### config.mk
export PLATFORM = sky130hd
export DESIGN_NAME = i2c_master_two_slot_sequencer_unit_flat
export DESIGN_NICKNAME = d
export VERILOG_FILES = /design/src/hw/rtl/i2cms_pkg.sv /design/src/hw/rtl/i2cms_in_if.sv /design/src/hw/rtl/i2cms_out_if.sv /design/src/hw/rtl/i2cms_front.sv /design/src/hw/rtl/i2cms_queue.sv /design/src/hw/rtl/i2cms_back.sv /design/src/hw/rtl/i2c_master_two_slot_sequencer_unit.sv /design/src/flat_wrapper.sv
export SDC_FILE = /design/constraint.sdc
export NUM_CORES = 1
export LEC_CHECK = 0
export BUFFER_PORTS_ARGS = -buffer_cell sky130_fd_sc_hd__buf_2
export CORE_MARGIN = 1
export CORE_UTILIZATION = 45
export DETAILED_ROUTE_END_ITERATION = 8
export GPL_ROUTABILITY_DRIVEN = 1
export PLACE_DENSITY = 0.58
export RECOVER_POWER = 100
export SYNTH_ARGS = -nofsm -noshare
export SYNTH_HDL_FRONTEND = slang
export SYNTH_SLANG_ARGS = --single-unit
### constraint.sdc
create_clock -name clk -period 5.7 [get_ports clk]
set_input_delay 0.57 -clock clk [delete_from_list [all_inputs] [get_ports clk]]
set_output_delay 0.57 -clock clk [all_outputs]
set_load 0.05 [all_outputs]
### src/hw/rtl/i2cms_pkg.sv
// i2cms_pkg: shared types and codes for the two-slot I2C master sequencer.
// No dependencies; imported by every module of the block (the interfaces do not import it).
package i2cms_pkg;

    localparam int CW = 6;
    localparam logic [CW-1:0] MAX_OUT = 6'd32;

    localparam logic [2:0] REQ_STAGE   = 3'd0;
    localparam logic [2:0] REQ_WRITE   = 3'd1;
    localparam logic [2:0] REQ_STRING  = 3'd2;
    localparam logic [2:0] REQ_COUNTED = 3'd3;
    localparam logic [2:0] REQ_BUS     = 3'd4;

    localparam logic [1:0] OP_NOP    = 2'd0;
    localparam logic [1:0] OP_STAGE  = 2'd1;
    localparam logic [1:0] OP_SUBMIT = 2'd2;
    localparam logic [1:0] OP_BUS    = 2'd3;

    localparam logic [1:0] KIND_WRITE   = 2'd0;
    localparam logic [1:0] KIND_STRING  = 2'd1;
    localparam logic [1:0] KIND_COUNTED = 2'd2;

    localparam logic [2:0] CMD_NONE  = 3'd0;
    localparam logic [2:0] CMD_START = 3'd1;
    localparam logic [2:0] CMD_TX    = 3'd2;
    localparam logic [2:0] CMD_RX    = 3'd3;
    localparam logic [2:0] CMD_ACK   = 3'd4;
    localparam logic [2:0] CMD_STOP  = 3'd5;

    localparam logic [1:0] DK_NONE  = 2'd0;
    localparam logic [1:0] DK_WRITE = 2'd1;
    localparam logic [1:0] DK_READ  = 2'd2;

    typedef struct packed {
        logic [1:0]    op;
        logic [1:0]    kind;
        logic [6:0]    addr;
        logic [7:0]    dbyte;
        logic [CW-1:0] count;
        logic [7:0]    rx;
    } item_t;

endpackage

### src/hw/rtl/i2cms_in_if.sv
// i2cms_in_if: request channel of the sequencer (valid/ready plus input fields).
// Depends on nothing.
interface i2cms_in_if;
    logic       valid;
    logic       ready;
    logic [2:0] req_type;
    logic [6:0] target_address;
    logic [7:0] data_byte;
    logic [5:0] byte_count;
    logic [7:0] rx_byte;

    modport source (output valid, output req_type, output target_address,
                    output data_byte, output byte_count, output rx_byte, input ready);
    modport sink   (input valid, input req_type, input target_address,
                    input data_byte, input byte_count, input rx_byte, output ready);
endinterface

### src/hw/rtl/i2cms_out_if.sv
// i2cms_out_if: result channel of the sequencer (valid/ready plus result fields).
// Depends on nothing.
interface i2cms_out_if;
    logic       valid;
    logic       ready;
    logic [2:0] bus_cmd;
    logic [7:0] tx_byte;
    logic [1:0] done_kind;
    logic [7:0] read_data;
    logic       last;
    logic       dropped;

    modport source (output valid, output bus_cmd, output tx_byte, output done_kind,
                    output read_data, output last, output dropped, input ready);
    modport sink   (input valid, input bus_cmd, input tx_byte, input done_kind,
                    input read_data, input last, input dropped, output ready);
endinterface

### src/hw/rtl/i2cms_front.sv
// i2cms_front: accepts requests, decodes the request type and clamps counts.
// Depends on i2cms_pkg and i2cms_in_if; feeds i2cms_queue.
module i2cms_front #(
    parameter int SLOT_BYTES = 32
) (
    i2cms_in_if.sink         req,
    input  logic             full,
    output logic             push,
    output i2cms_pkg::item_t item
);
    import i2cms_pkg::*;

    localparam logic [CW-1:0] SB_C = CW'(SLOT_BYTES);

    logic [CW-1:0] clamped;

    assign req.ready = !full;
    assign push      = req.valid && !full;
    assign clamped   = (req.byte_count > SB_C) ? SB_C : req.byte_count;

    always_comb
    begin
        item.addr  = req.target_address;
        item.dbyte = req.data_byte;
        item.rx    = req.rx_byte;
        item.count = clamped;
        item.kind  = KIND_WRITE;
        case (req.req_type)
            REQ_STAGE:   item.op = OP_STAGE;
            REQ_WRITE:   item.op = OP_SUBMIT;
            REQ_STRING:
            begin
                item.op    = OP_SUBMIT;
                item.kind  = KIND_STRING;
                item.count = '0;
            end
            REQ_COUNTED:
            begin
                item.op   = OP_SUBMIT;
                item.kind = KIND_COUNTED;
            end
            REQ_BUS:     item.op = OP_BUS;
            default:     item.op = OP_NOP;
        endcase
    end
endmodule

### src/hw/rtl/i2cms_queue.sv
// i2cms_queue: two-entry request queue between front and back.
// Depends on i2cms_pkg.
module i2cms_queue (
    input  logic             clk,
    input  logic             rst_n,
    input  logic             push,
    input  i2cms_pkg::item_t push_item,
    output logic             full,
    input  logic             pop,
    output logic             q_valid,
    output i2cms_pkg::item_t q_item
);
    import i2cms_pkg::*;

    item_t      entry_reg [2];
    logic       wr_ptr_reg, wr_ptr_next;
    logic       rd_ptr_reg, rd_ptr_next;
    logic [1:0] cnt_reg, cnt_next;
    logic       do_pop;

    assign full    = cnt_reg == 2'd2;
    assign q_valid = cnt_reg != 2'd0;
    assign q_item  = entry_reg[rd_ptr_reg];
    assign do_pop  = pop && q_valid;

    always_comb
    begin
        wr_ptr_next = push ? ~wr_ptr_reg : wr_ptr_reg;
        rd_ptr_next = do_pop ? ~rd_ptr_reg : rd_ptr_reg;
        cnt_next    = cnt_reg + (push ? 2'd1 : 2'd0) - (do_pop ? 2'd1 : 2'd0);
    end

    always_ff @(posedge clk or negedge rst_n)
    begin
        if (!rst_n)
        begin
            wr_ptr_reg <= 1'b0;
            rd_ptr_reg <= 1'b0;
            cnt_reg    <= 2'd0;
        end
        else
        begin
            wr_ptr_reg <= wr_ptr_next;
            rd_ptr_reg <= rd_ptr_next;
            cnt_reg    <= cnt_next;
        end
    end

    always_ff @(posedge clk)
    begin
        if (push)
        begin
            entry_reg[wr_ptr_reg] <= push_item;
        end
    end

    a_cnt_bound: assert property (@(posedge clk) disable iff (!rst_n)
        cnt_reg != 2'd3) else $error("queue count overflow");
    a_no_push_full: assert property (@(posedge clk) disable iff (!rst_n)
        full |-> !push) else $error("push into full queue");
    a_pop_moves: assert property (@(posedge clk) disable iff (!rst_n)
        (do_pop && !push) |=> (cnt_reg == $past(cnt_reg) - 2'd1))
        else $error("pop did not drain queue");
endmodule

### src/hw/rtl/i2cms_back.sv
// i2cms_back: slot state, transaction sequencer, slot buffer memory, result register.
// Depends on i2cms_pkg and i2cms_out_if; fed by i2cms_queue.
module i2cms_back #(
    parameter int SLOT_BYTES   = 32,
    parameter int PACKET_BYTES = 32
) (
    input  logic             clk,
    input  logic             rst_n,
    input  logic             q_valid,
    input  i2cms_pkg::item_t q_item,
    output logic             q_pop,
    i2cms_out_if.source      res
);
    import i2cms_pkg::*;

    localparam int DEPTH = 2 * SLOT_BYTES;
    localparam int AW    = $clog2(DEPTH);
    localparam int PW    = $clog2(SLOT_BYTES + 1);
    localparam logic [PW-1:0] SB_P = PW'(SLOT_BYTES);
    localparam logic [CW-1:0] PB_C = CW'(PACKET_BYTES);

    localparam logic [2:0] PH_STARTED = 3'd0;
    localparam logic [2:0] PH_SENDING = 3'd1;
    localparam logic [2:0] PH_WAIT_RX = 3'd2;
    localparam logic [2:0] PH_GOT_RX  = 3'd3;
    localparam logic [2:0] PH_STOPPED = 3'd4;

    localparam logic [1:0] ST_IDLE = 2'd0;
    localparam logic [1:0] ST_TX   = 2'd1;
    localparam logic [1:0] ST_RD   = 2'd2;
    localparam logic [1:0] ST_EMIT = 2'd3;

    function automatic logic [AW-1:0] buf_addr(input logic s, input logic [CW-1:0] i);
        buf_addr = AW'(int'(i) + (s ? SLOT_BYTES : 0));
    endfunction

    logic [7:0]    slot_mem [DEPTH];
    logic [7:0]    rd_data_reg;

    logic [1:0]    slot_busy_reg, slot_busy_next;
    logic [6:0]    slot_addr_reg [2];
    logic [6:0]    slot_addr_next [2];
    logic [1:0]    slot_kind_reg [2];
    logic [1:0]    slot_kind_next [2];
    logic [CW-1:0] slot_count_reg [2];
    logic [CW-1:0] slot_count_next [2];
    logic          serving_reg, serving_next;
    logic          serving_slot_reg, serving_slot_next;
    logic [2:0]    phase_reg, phase_next;
    logic [PW-1:0] progress_reg, progress_next;
    logic [PW-1:0] stage_index_reg, stage_index_next;
    logic [1:0]    state_reg, state_next;

    logic          str_slot_reg, str_slot_next;
    logic [CW-1:0] str_prog_reg, str_prog_next;
    logic [CW-1:0] str_n_reg, str_n_next;
    logic [CW-1:0] str_idx_reg, str_idx_next;
    logic [2:0]    str_cmd_reg, str_cmd_next;

    logic          out_valid_reg, out_valid_next;
    logic [2:0]    out_cmd_reg, out_cmd_next;
    logic [7:0]    out_tx_reg, out_tx_next;
    logic [1:0]    out_dk_reg, out_dk_next;
    logic [7:0]    out_rd_reg, out_rd_next;
    logic          out_last_reg, out_last_next;
    logic          out_drop_reg, out_drop_next;

    logic          mem_we, mem_re;
    logic [AW-1:0] mem_wa, mem_ra;
    logic [7:0]    mem_wd;

    logic          out_free;
    logic          sl, vac_s, other_busy;
    logic [1:0]    busy_after;
    logic [CW-1:0] prog_c, cnt_c, n_full, n_clip;
    logic [PW-1:0] p1;
    logic          stop;

    assign out_free = !out_valid_reg || res.ready;
    assign sl       = serving_slot_reg;
    assign vac_s    = slot_busy_reg[0];
    assign prog_c   = CW'(progress_reg);
    assign cnt_c    = slot_count_reg[sl];

    always_comb
    begin
        slot_busy_next    = slot_busy_reg;
        slot_addr_next    = slot_addr_reg;
        slot_kind_next    = slot_kind_reg;
        slot_count_next   = slot_count_reg;
        serving_next      = serving_reg;
        serving_slot_next = serving_slot_reg;
        phase_next        = phase_reg;
        progress_next     = progress_reg;
        stage_index_next  = stage_index_reg;
        state_next        = state_reg;
        str_slot_next     = str_slot_reg;
        str_prog_next     = str_prog_reg;
        str_n_next        = str_n_reg;
        str_idx_next      = str_idx_reg;
        str_cmd_next      = str_cmd_reg;
        out_valid_next    = out_valid_reg && !res.ready;
        out_cmd_next      = out_cmd_reg;
        out_tx_next       = out_tx_reg;
        out_dk_next       = out_dk_reg;
        out_rd_next       = out_rd_reg;
        out_last_next     = out_last_reg;
        out_drop_next     = out_drop_reg;
        mem_we            = 1'b0;
        mem_wa            = '0;
        mem_wd            = q_item.dbyte;
        mem_re            = 1'b0;
        mem_ra            = '0;
        q_pop             = 1'b0;
        busy_after        = slot_busy_reg;
        other_busy        = 1'b0;
        n_full            = '0;
        n_clip            = '0;
        p1                = progress_reg;
        stop              = 1'b0;

        case (state_reg)
            ST_IDLE:
            begin
                if (q_valid && out_free)
                begin
                    q_pop          = 1'b1;
                    out_valid_next = 1'b1;
                    out_cmd_next   = CMD_NONE;
                    out_tx_next    = '0;
                    out_dk_next    = DK_NONE;
                    out_rd_next    = '0;
                    out_last_next  = 1'b1;
                    out_drop_next  = 1'b0;
                    case (q_item.op)
                        OP_STAGE:
                        begin
                            if (&slot_busy_reg)
                            begin
                                out_drop_next = 1'b1;
                            end
                            else if (stage_index_reg < SB_P)
                            begin
                                mem_we           = 1'b1;
                                mem_wa           = buf_addr(vac_s, CW'(stage_index_reg));
                                stage_index_next = stage_index_reg + 1'b1;
                            end
                        end
                        OP_SUBMIT:
                        begin
                            stage_index_next = '0;
                            if (&slot_busy_reg)
                            begin
                                out_drop_next = 1'b1;
                            end
                            else
                            begin
                                busy_after            = slot_busy_reg;
                                busy_after[vac_s]     = 1'b1;
                                slot_busy_next        = busy_after;
                                slot_addr_next[vac_s]  = q_item.addr;
                                slot_kind_next[vac_s]  = q_item.kind;
                                slot_count_next[vac_s] = q_item.count;
                                if (!serving_reg)
                                begin
                                    serving_next      = 1'b1;
                                    serving_slot_next = !busy_after[0];
                                    phase_next        = PH_STARTED;
                                    progress_next     = '0;
                                    out_cmd_next      = CMD_START;
                                end
                            end
                        end
                        OP_BUS:
                        begin
                            if (serving_reg)
                            begin
                                case (phase_reg)
                                    PH_STARTED:
                                    begin
                                        phase_next   = (slot_kind_reg[sl] == KIND_WRITE) ?
                                                       PH_SENDING : PH_WAIT_RX;
                                        out_cmd_next = CMD_TX;
                                        out_tx_next  = {slot_addr_reg[sl],
                                                        slot_kind_reg[sl] != KIND_WRITE};
                                    end
                                    PH_SENDING:
                                    begin
                                        if (prog_c < cnt_c && progress_reg < SB_P)
                                        begin
                                            mem_re         = 1'b1;
                                            mem_ra         = buf_addr(sl, prog_c);
                                            progress_next  = progress_reg + 1'b1;
                                            out_valid_next = out_valid_reg && !res.ready;
                                            state_next     = ST_TX;
                                        end
                                        else
                                        begin
                                            phase_next   = PH_STOPPED;
                                            out_cmd_next = CMD_STOP;
                                        end
                                    end
                                    PH_WAIT_RX:
                                    begin
                                        phase_next   = PH_GOT_RX;
                                        out_cmd_next = CMD_RX;
                                    end
                                    PH_GOT_RX:
                                    begin
                                        if (progress_reg < SB_P)
                                        begin
                                            mem_we = 1'b1;
                                            mem_wa = buf_addr(sl, prog_c);
                                            mem_wd = q_item.rx;
                                            p1     = progress_reg + 1'b1;
                                        end
                                        progress_next = p1;
                                        if (slot_kind_reg[sl] == KIND_STRING)
                                        begin
                                            stop = q_item.rx == 8'd0;
                                        end
                                        else
                                        begin
                                            stop = CW'(p1) >= cnt_c;
                                        end
                                        if (p1 >= SB_P)
                                        begin
                                            stop = 1'b1;
                                        end
                                        phase_next   = stop ? PH_STOPPED : PH_WAIT_RX;
                                        out_cmd_next = stop ? CMD_STOP : CMD_ACK;
                                    end
                                    PH_STOPPED:
                                    begin
                                        if (slot_kind_reg[sl] == KIND_WRITE)
                                        begin
                                            n_clip = '0;
                                        end
                                        else
                                        begin
                                            n_full = (slot_kind_reg[sl] == KIND_STRING) ?
                                                     PB_C : prog_c;
                                            n_clip = (n_full > MAX_OUT) ? MAX_OUT : n_full;
                                        end
                                        slot_busy_next[sl] = 1'b0;
                                        serving_next       = 1'b0;
                                        other_busy         = slot_busy_reg[!sl];
                                        if (!sl && !slot_busy_reg[1])
                                        begin
                                            stage_index_next = '0;
                                        end
                                        if (other_busy)
                                        begin
                                            serving_next      = 1'b1;
                                            serving_slot_next = !sl;
                                            phase_next        = PH_STARTED;
                                            progress_next     = '0;
                                        end
                                        if (n_clip == '0)
                                        begin
                                            out_cmd_next = other_busy ? CMD_START : CMD_NONE;
                                            out_dk_next  = DK_WRITE;
                                        end
                                        else
                                        begin
                                            out_valid_next = out_valid_reg && !res.ready;
                                            str_slot_next  = sl;
                                            str_prog_next  = prog_c;
                                            str_n_next     = n_clip;
                                            str_idx_next   = '0;
                                            str_cmd_next   = other_busy ? CMD_START : CMD_NONE;
                                            state_next     = ST_RD;
                                        end
                                    end
                                    default:
                                    begin
                                        out_cmd_next = CMD_NONE;
                                    end
                                endcase
                            end
                        end
                        default:
                        begin
                            out_cmd_next = CMD_NONE;
                        end
                    endcase
                end
            end
            ST_TX:
            begin
                if (out_free)
                begin
                    out_valid_next = 1'b1;
                    out_cmd_next   = CMD_TX;
                    out_tx_next    = rd_data_reg;
                    out_dk_next    = DK_NONE;
                    out_rd_next    = '0;
                    out_last_next  = 1'b1;
                    out_drop_next  = 1'b0;
                    state_next     = ST_IDLE;
                end
            end
            ST_RD:
            begin
                if (str_idx_reg < str_prog_reg)
                begin
                    mem_re = 1'b1;
                    mem_ra = buf_addr(str_slot_reg, str_idx_reg);
                end
                state_next = ST_EMIT;
            end
            ST_EMIT:
            begin
                if (out_free)
                begin
                    out_valid_next = 1'b1;
                    out_tx_next    = '0;
                    out_dk_next    = DK_READ;
                    out_rd_next    = (str_idx_reg < str_prog_reg) ? rd_data_reg : 8'd0;
                    out_drop_next  = 1'b0;
                    out_last_next  = str_idx_reg == str_n_reg - 1'b1;
                    out_cmd_next   = out_last_next ? str_cmd_reg : CMD_NONE;
                    str_idx_next   = str_idx_reg + 1'b1;
                    state_next     = out_last_next ? ST_IDLE : ST_RD;
                end
            end
            default:
            begin
                state_next = ST_IDLE;
            end
        endcase
    end

    always_ff @(posedge clk or negedge rst_n)
    begin
        if (!rst_n)
        begin
            slot_busy_reg     <= '0;
            slot_addr_reg     <= '{default: '0};
            slot_kind_reg     <= '{default: '0};
            slot_count_reg    <= '{default: '0};
            serving_reg       <= 1'b0;
            serving_slot_reg  <= 1'b0;
            phase_reg         <= PH_STARTED;
            progress_reg      <= '0;
            stage_index_reg   <= '0;
            state_reg         <= ST_IDLE;
            out_valid_reg     <= 1'b0;
        end
        else
        begin
            slot_busy_reg     <= slot_busy_next;
            slot_addr_reg     <= slot_addr_next;
            slot_kind_reg     <= slot_kind_next;
            slot_count_reg    <= slot_count_next;
            serving_reg       <= serving_next;
            serving_slot_reg  <= serving_slot_next;
            phase_reg         <= phase_next;
            progress_reg      <= progress_next;
            stage_index_reg   <= stage_index_next;
            state_reg         <= state_next;
            out_valid_reg     <= out_valid_next;
        end
    end

    always_ff @(posedge clk)
    begin
        str_slot_reg <= str_slot_next;
        str_prog_reg <= str_prog_next;
        str_n_reg    <= str_n_next;
        str_idx_reg  <= str_idx_next;
        str_cmd_reg  <= str_cmd_next;
        out_cmd_reg  <= out_cmd_next;
        out_tx_reg   <= out_tx_next;
        out_dk_reg   <= out_dk_next;
        out_rd_reg   <= out_rd_next;
        out_last_reg <= out_last_next;
        out_drop_reg <= out_drop_next;
    end

    always_ff @(posedge clk)
    begin
        if (mem_we)
        begin
            slot_mem[mem_wa] <= mem_wd;
        end
        if (mem_re)
        begin
            rd_data_reg <= slot_mem[mem_ra];
        end
    end

    assign res.valid     = out_valid_reg;
    assign res.bus_cmd   = out_cmd_reg;
    assign res.tx_byte   = out_tx_reg;
    assign res.done_kind = out_dk_reg;
    assign res.read_data = out_rd_reg;
    assign res.last      = out_last_reg;
    assign res.dropped   = out_drop_reg;

    a_serving_busy: assert property (@(posedge clk) disable iff (!rst_n)
        serving_reg |-> slot_busy_reg[serving_slot_reg])
        else $error("serving a vacant slot");
    a_stage_bound: assert property (@(posedge clk) disable iff (!rst_n)
        stage_index_reg <= SB_P) else $error("stage index past slot size");
    a_progress_bound: assert property (@(posedge clk) disable iff (!rst_n)
        progress_reg <= SB_P) else $error("progress past slot size");
    a_pop_idle: assert property (@(posedge clk) disable iff (!rst_n)
        q_pop |-> (state_reg == ST_IDLE)) else $error("pop while busy");
    a_stream_len: assert property (@(posedge clk) disable iff (!rst_n)
        (state_reg == ST_EMIT) |-> (str_n_reg != '0 && str_idx_reg < str_n_reg))
        else $error("stream index out of range");
endmodule

### src/hw/rtl/i2c_master_two_slot_sequencer_unit.sv
// i2c_master_two_slot_sequencer_unit: top level of the two-slot I2C master sequencer.
// Depends on i2cms_pkg, i2cms_in_if, i2cms_out_if, i2cms_front, i2cms_queue, i2cms_back.
//
// Usage: requests arrive on req (valid/ready): stage byte, submit write, submit
// string read, submit counted read, or bus-done event. Results leave on res
// (valid/ready); every request yields one or more results, the final one with
// last set. A counted read completion streams one result per returned byte, a string
// read PACKET_BYTES zero-padded ones (both capped at MAX_OUT). The front decodes each
// request into a two-entry queue; the back executes one queued request at a time and
// keeps slot state and a 2*SLOT_BYTES byte memory. A plain request passes through the
// queue and the back's result register; a write byte transmit adds a registered buffer
// read (ST_TX); a read completion sends each byte through a registered memory read
// (ST_RD) and then the result register (ST_EMIT). The back pops no new request while
// it sends a byte or streams a completion; its single result register holds on stall.
// Reset clears slots, sequencer state and queue; buffer contents stay undefined.
// When res stalls, the result register holds, the back waits and the queue
// fills; req.ready drops once both queue entries are taken.
module i2c_master_two_slot_sequencer_unit #(
    parameter int SLOT_BYTES   = 32,
    parameter int PACKET_BYTES = 32
) (
    input logic         clk,
    input logic         rst_n,
    i2cms_in_if.sink    req,
    i2cms_out_if.source res
);
    import i2cms_pkg::*;

    item_t push_item;
    item_t q_item;
    logic  push, full, pop, q_valid;

    i2cms_front #(
        .SLOT_BYTES (SLOT_BYTES)
    ) u_front (
        .req  (req),
        .full (full),
        .push (push),
        .item (push_item)
    );

    i2cms_queue u_queue (
        .clk       (clk),
        .rst_n     (rst_n),
        .push      (push),
        .push_item (push_item),
        .full      (full),
        .pop       (pop),
        .q_valid   (q_valid),
        .q_item    (q_item)
    );

    i2cms_back #(
        .SLOT_BYTES   (SLOT_BYTES),
        .PACKET_BYTES (PACKET_BYTES)
    ) u_back (
        .clk     (clk),
        .rst_n   (rst_n),
        .q_valid (q_valid),
        .q_item  (q_item),
        .q_pop   (pop),
        .res     (res)
    );
endmodule

### src/flat_wrapper.sv
// flat-port wrapper written by rule: the top's interface ports become plain ports
module i2c_master_two_slot_sequencer_unit_flat import i2cms_pkg::*;
#(
    parameter int SLOT_BYTES   = 32,
    parameter int PACKET_BYTES = 32
)
  (clk, rst_n, req_valid, req_req_type, req_target_address, req_data_byte, req_byte_count, req_rx_byte, req_ready, res_valid, res_bus_cmd, res_tx_byte, res_done_kind, res_read_data, res_last, res_dropped, res_ready);
  i2cms_in_if req_i ();
  i2cms_out_if res_i ();
  input logic clk;
  input logic rst_n;
  input wire logic [$bits(req_i.valid)-1:0] req_valid;
  input wire logic [$bits(req_i.req_type)-1:0] req_req_type;
  input wire logic [$bits(req_i.target_address)-1:0] req_target_address;
  input wire logic [$bits(req_i.data_byte)-1:0] req_data_byte;
  input wire logic [$bits(req_i.byte_count)-1:0] req_byte_count;
  input wire logic [$bits(req_i.rx_byte)-1:0] req_rx_byte;
  output wire logic [$bits(req_i.ready)-1:0] req_ready;
  output wire logic [$bits(res_i.valid)-1:0] res_valid;
  output wire logic [$bits(res_i.bus_cmd)-1:0] res_bus_cmd;
  output wire logic [$bits(res_i.tx_byte)-1:0] res_tx_byte;
  output wire logic [$bits(res_i.done_kind)-1:0] res_done_kind;
  output wire logic [$bits(res_i.read_data)-1:0] res_read_data;
  output wire logic [$bits(res_i.last)-1:0] res_last;
  output wire logic [$bits(res_i.dropped)-1:0] res_dropped;
  input wire logic [$bits(res_i.ready)-1:0] res_ready;
  assign req_i.valid = req_valid;
  assign req_i.req_type = req_req_type;
  assign req_i.target_address = req_target_address;
  assign req_i.data_byte = req_data_byte;
  assign req_i.byte_count = req_byte_count;
  assign req_i.rx_byte = req_rx_byte;
  assign req_ready = req_i.ready;
  assign res_valid = res_i.valid;
  assign res_bus_cmd = res_i.bus_cmd;
  assign res_tx_byte = res_i.tx_byte;
  assign res_done_kind = res_i.done_kind;
  assign res_read_data = res_i.read_data;
  assign res_last = res_i.last;
  assign res_dropped = res_i.dropped;
  assign res_i.ready = res_ready;
  i2c_master_two_slot_sequencer_unit #(.SLOT_BYTES(SLOT_BYTES), .PACKET_BYTES(PACKET_BYTES)) u_core (.clk(clk), .rst_n(rst_n), .req(req_i), .res(res_i));
endmodule
==> results.yml <==
pwr:
  sw_frac_of_total_pct: 29.57
  leakagePower_nw: 11.26
  pwr-share-clk_pct: 34.0
  pwr-share-comb_pct: 17.7
  p_int_mw: 9.768
  p_per_area_mw_per_mm2: 430.0
  netSwitchingPower_mw: 4.102
  seq_power_share_pct: 48.3
  irDropWorstVdd_uv: 400.3
clock_tree:
  post_cts_resized: 0
  cts_tree: "yes"
  htree_num_levels: 3
  cts_sinks: 685
  clkLatencyLatePin_ns: 0.63
  post_cts_buffers: 0
  cts_inserted_buffers: 74
  clk_path_buf_depth: 3
  cts_root_buffer: "clkbuf_16"
  postCtsHoldBufs: 0
  clkTransAtPathRegs_ns: 0.06
timing:
  holdWs_ns: 0.1399
  setup_tns_ns: 0
  fin_crit_sh_pct: 89.52
  drv_slew: 488
  worstMarginPinSlew_ns: 3.042
  skew_ns: 0.03369
  max-slew-margin-rel_pct: -102.8
  setup_viol: 0
  fin_crit_ns: 5.103
  final_hold_viol_count: 0
  max_freq_mhz: 196.0
  rsz0062_at_grt: "false"
synthesis:
  synthCells: 2246
  synth_edf_count: 629
  synth_nets: 2311
  yosys_warnings: 0
  ys_ff_latch: 685
  synth.area.top_cells: "edfxtp_1, nand2_1, dfrtp_1"
  ys_async_sr_fraction_pct: 8.175
  synth_top_area_share_pct: 65.57
  synth_most_common_cell: "edfxtp_1"
  syn-cell-area_mm2: 0.02881
  synth_flop_cell: "edfxtp_1"
  yosysUniqueCellTypes: 72
  yosysSeqAreaShare_pct: 70.43
  synth.avg_cell_area_um2: 12.83
  yosys.area.top_type: "edfxtp_1"
  yosys-top-cells-count: "edfxtp_1, nand2_1, nand3_1, nor2_1, a21oi_1"
min_path:
  hp-class: "input port to flop"
  min_from: "req_data_byte[7]"
route:
  drtIter0Drc: 2393
  dr.pass1.iters: 6
  totalWireLength_mm: 77.89
  via_per_inst: 5.807
  vias: 18610
  ant_nets: 0
  wl_per_cell_um: 24.31
  drcViolationCount: 0
placement:
  dp.cells: 3067
  place_area_mm2: 0.03001
  gp_congestion: 0.8934
  numPortBuffers: 60
  dp_hpwl_mm: 49.54
floorplan:
  io_pins: 61
  start_util_pct: 45.58
  die_area_mm2: 0.06503
  die_w_um: 255.0
  coreArea_mm2: 0.06320
  rows: 92
  fp.dieH_um: 255.0
global_routing:
  grt_pass1_wl_mm: 116.7
  antenna_found_initial: 1
  grt-ovfl-total: 0
  grtUsageTotal_pct: 24.44
  grt_max_degree: 71
  grt_pass1_vias: 18170
critical_path:
  r2r-start: "u_core.u_queue.rd_ptr_reg"
  arrival_ns: 5.25
  critPathKind: "flop to flop"
  startpoint: "u_core.u_queue.rd_ptr_reg"
  startpoint_type: "flop"
  worstPathMaxFanout: 33
  worstPathRequired_ns: 5.85
  worstSetupEndpointType: "flop"
cells_and_area:
  nets: 2362
  syn_to_final_growth_pct: 11.97
  fin_cells: 3204
  layout-drive-gt1-share_pct: 8.482
  post-route-util_pct: 51.04
  largest_register_ffs: 512
  design_area_mm2: 0.03225
  insertedDiodeCount: 0
run:
  cap_violations: 11
outcome:
  outcome: "finished, violations left"
  failed_checks: "capacitance limit, slew limit"
placed cells by master, fill, tap and decap left out, types with 29 or more instances in the layout:
master,Yosys,final
edfxtp_1,629,629
mux2i_1,63,63
nand4_1,32,32
a21oi_1,87,87
clkbuf_1,59,64
clkbuf_16,0,76
o21ai_0,65,65
a31oi_1,56,56
ha_1,29,29
nand2_1,519,518
nand3_1,147,147
nor2_1,118,117
dfrtp_1,56,56
stage by stage:
step / setup slack, ns / power, mW
after detailed placement: 0.9463 / 9.291
after global routing: 0.3028 / 14.38
after CTS: 0.9248 / 13.97
after global placement: 1.094 / 9.225
final: 0.5974 / 13.87
after floorplan: 0.7316 / 8.302
worst paths after layout:
check / endpoint / slack [ns] / cells past startpoint
worst min-delay path: u_core.u_queue.entry_reg[1][21] / 0.14 / 1
max in group asynchronous: u_core.u_queue.rd_ptr_reg / 2.94 / 2
worst max-delay path: u_core.u_back.slot_mem[56][7] / 0.60 / 9
worst max register to register: u_core.u_back.slot_mem[56][7] / 0.60 / 9
min in group asynchronous: u_core.u_back.slot_addr_reg[7] / 1.04 / 2
worst min register to register: u_core.u_back.slot_count_reg[0] / 0.48 / 2
worst max-delay path, cell delays in order, from the launching register on:
cell and delay [ns]:
dfrtp_1 0.34, buf_4 0.30, mux2i_1 0.20, inv_1 0.12, ha_1 0.42, and4_1 0.30
and2_0 0.35, nand2_1 0.37, mux4_2 0.85, clkbuf_1 1.35
routing by layer:
| metal | wire length [um] | vias to the layer above | GRT usage [%] | share of wire, % |
|---|---|---|---|---|
| met2 | 35780 | 785 | 38.39 | 46 |
| li1 | - | 8438 | - | - |
| met4 | 2035 | 0 | 7.049 | 2.6 |
| met3 | 6367 | 127 | 5.492 | 8.2 |
| met5 | 0 | - | 0 | 0 |
| met1 | 33710 | 9257 | 34.11 | 43 |
area by class of cell:
class / instances / area, um2
sequential: 685 / 20290
fill: 5440 / 30940
clock buffer: 95 / 1973
tap: 846 / 1059
timing repair buffer: 106 / 641.9
multi-input combinational: 1404 / 7802
inverter: 26 / 97.59
clock inverter: 42 / 391.6
kinds of logic after synthesis:
group                    share of synthesized area [%]
XOR/XNOR                                        0.6081
flip-flops                                       70.43
AO/OA/AOI/OAI                                    8.070
multiplexers                                     2.854
AND/OR/NAND/NOR                                  14.24
buffers and inverters                            2.536
adder cells (fa/ha/maj)                          1.260
power groups by stage:
stage,Combinational (mW),Clock [mW],Sequential (mW)
finish,2.46,4.72,6.69
global placement,2.48,0,6.75
CTS,2.54,4.77,6.66
detailed placement,2.53,0,6.76
floorplan,1.43,0,6.87
global route,2.68,4.95,6.74
(Power assumes the default switching activity.)
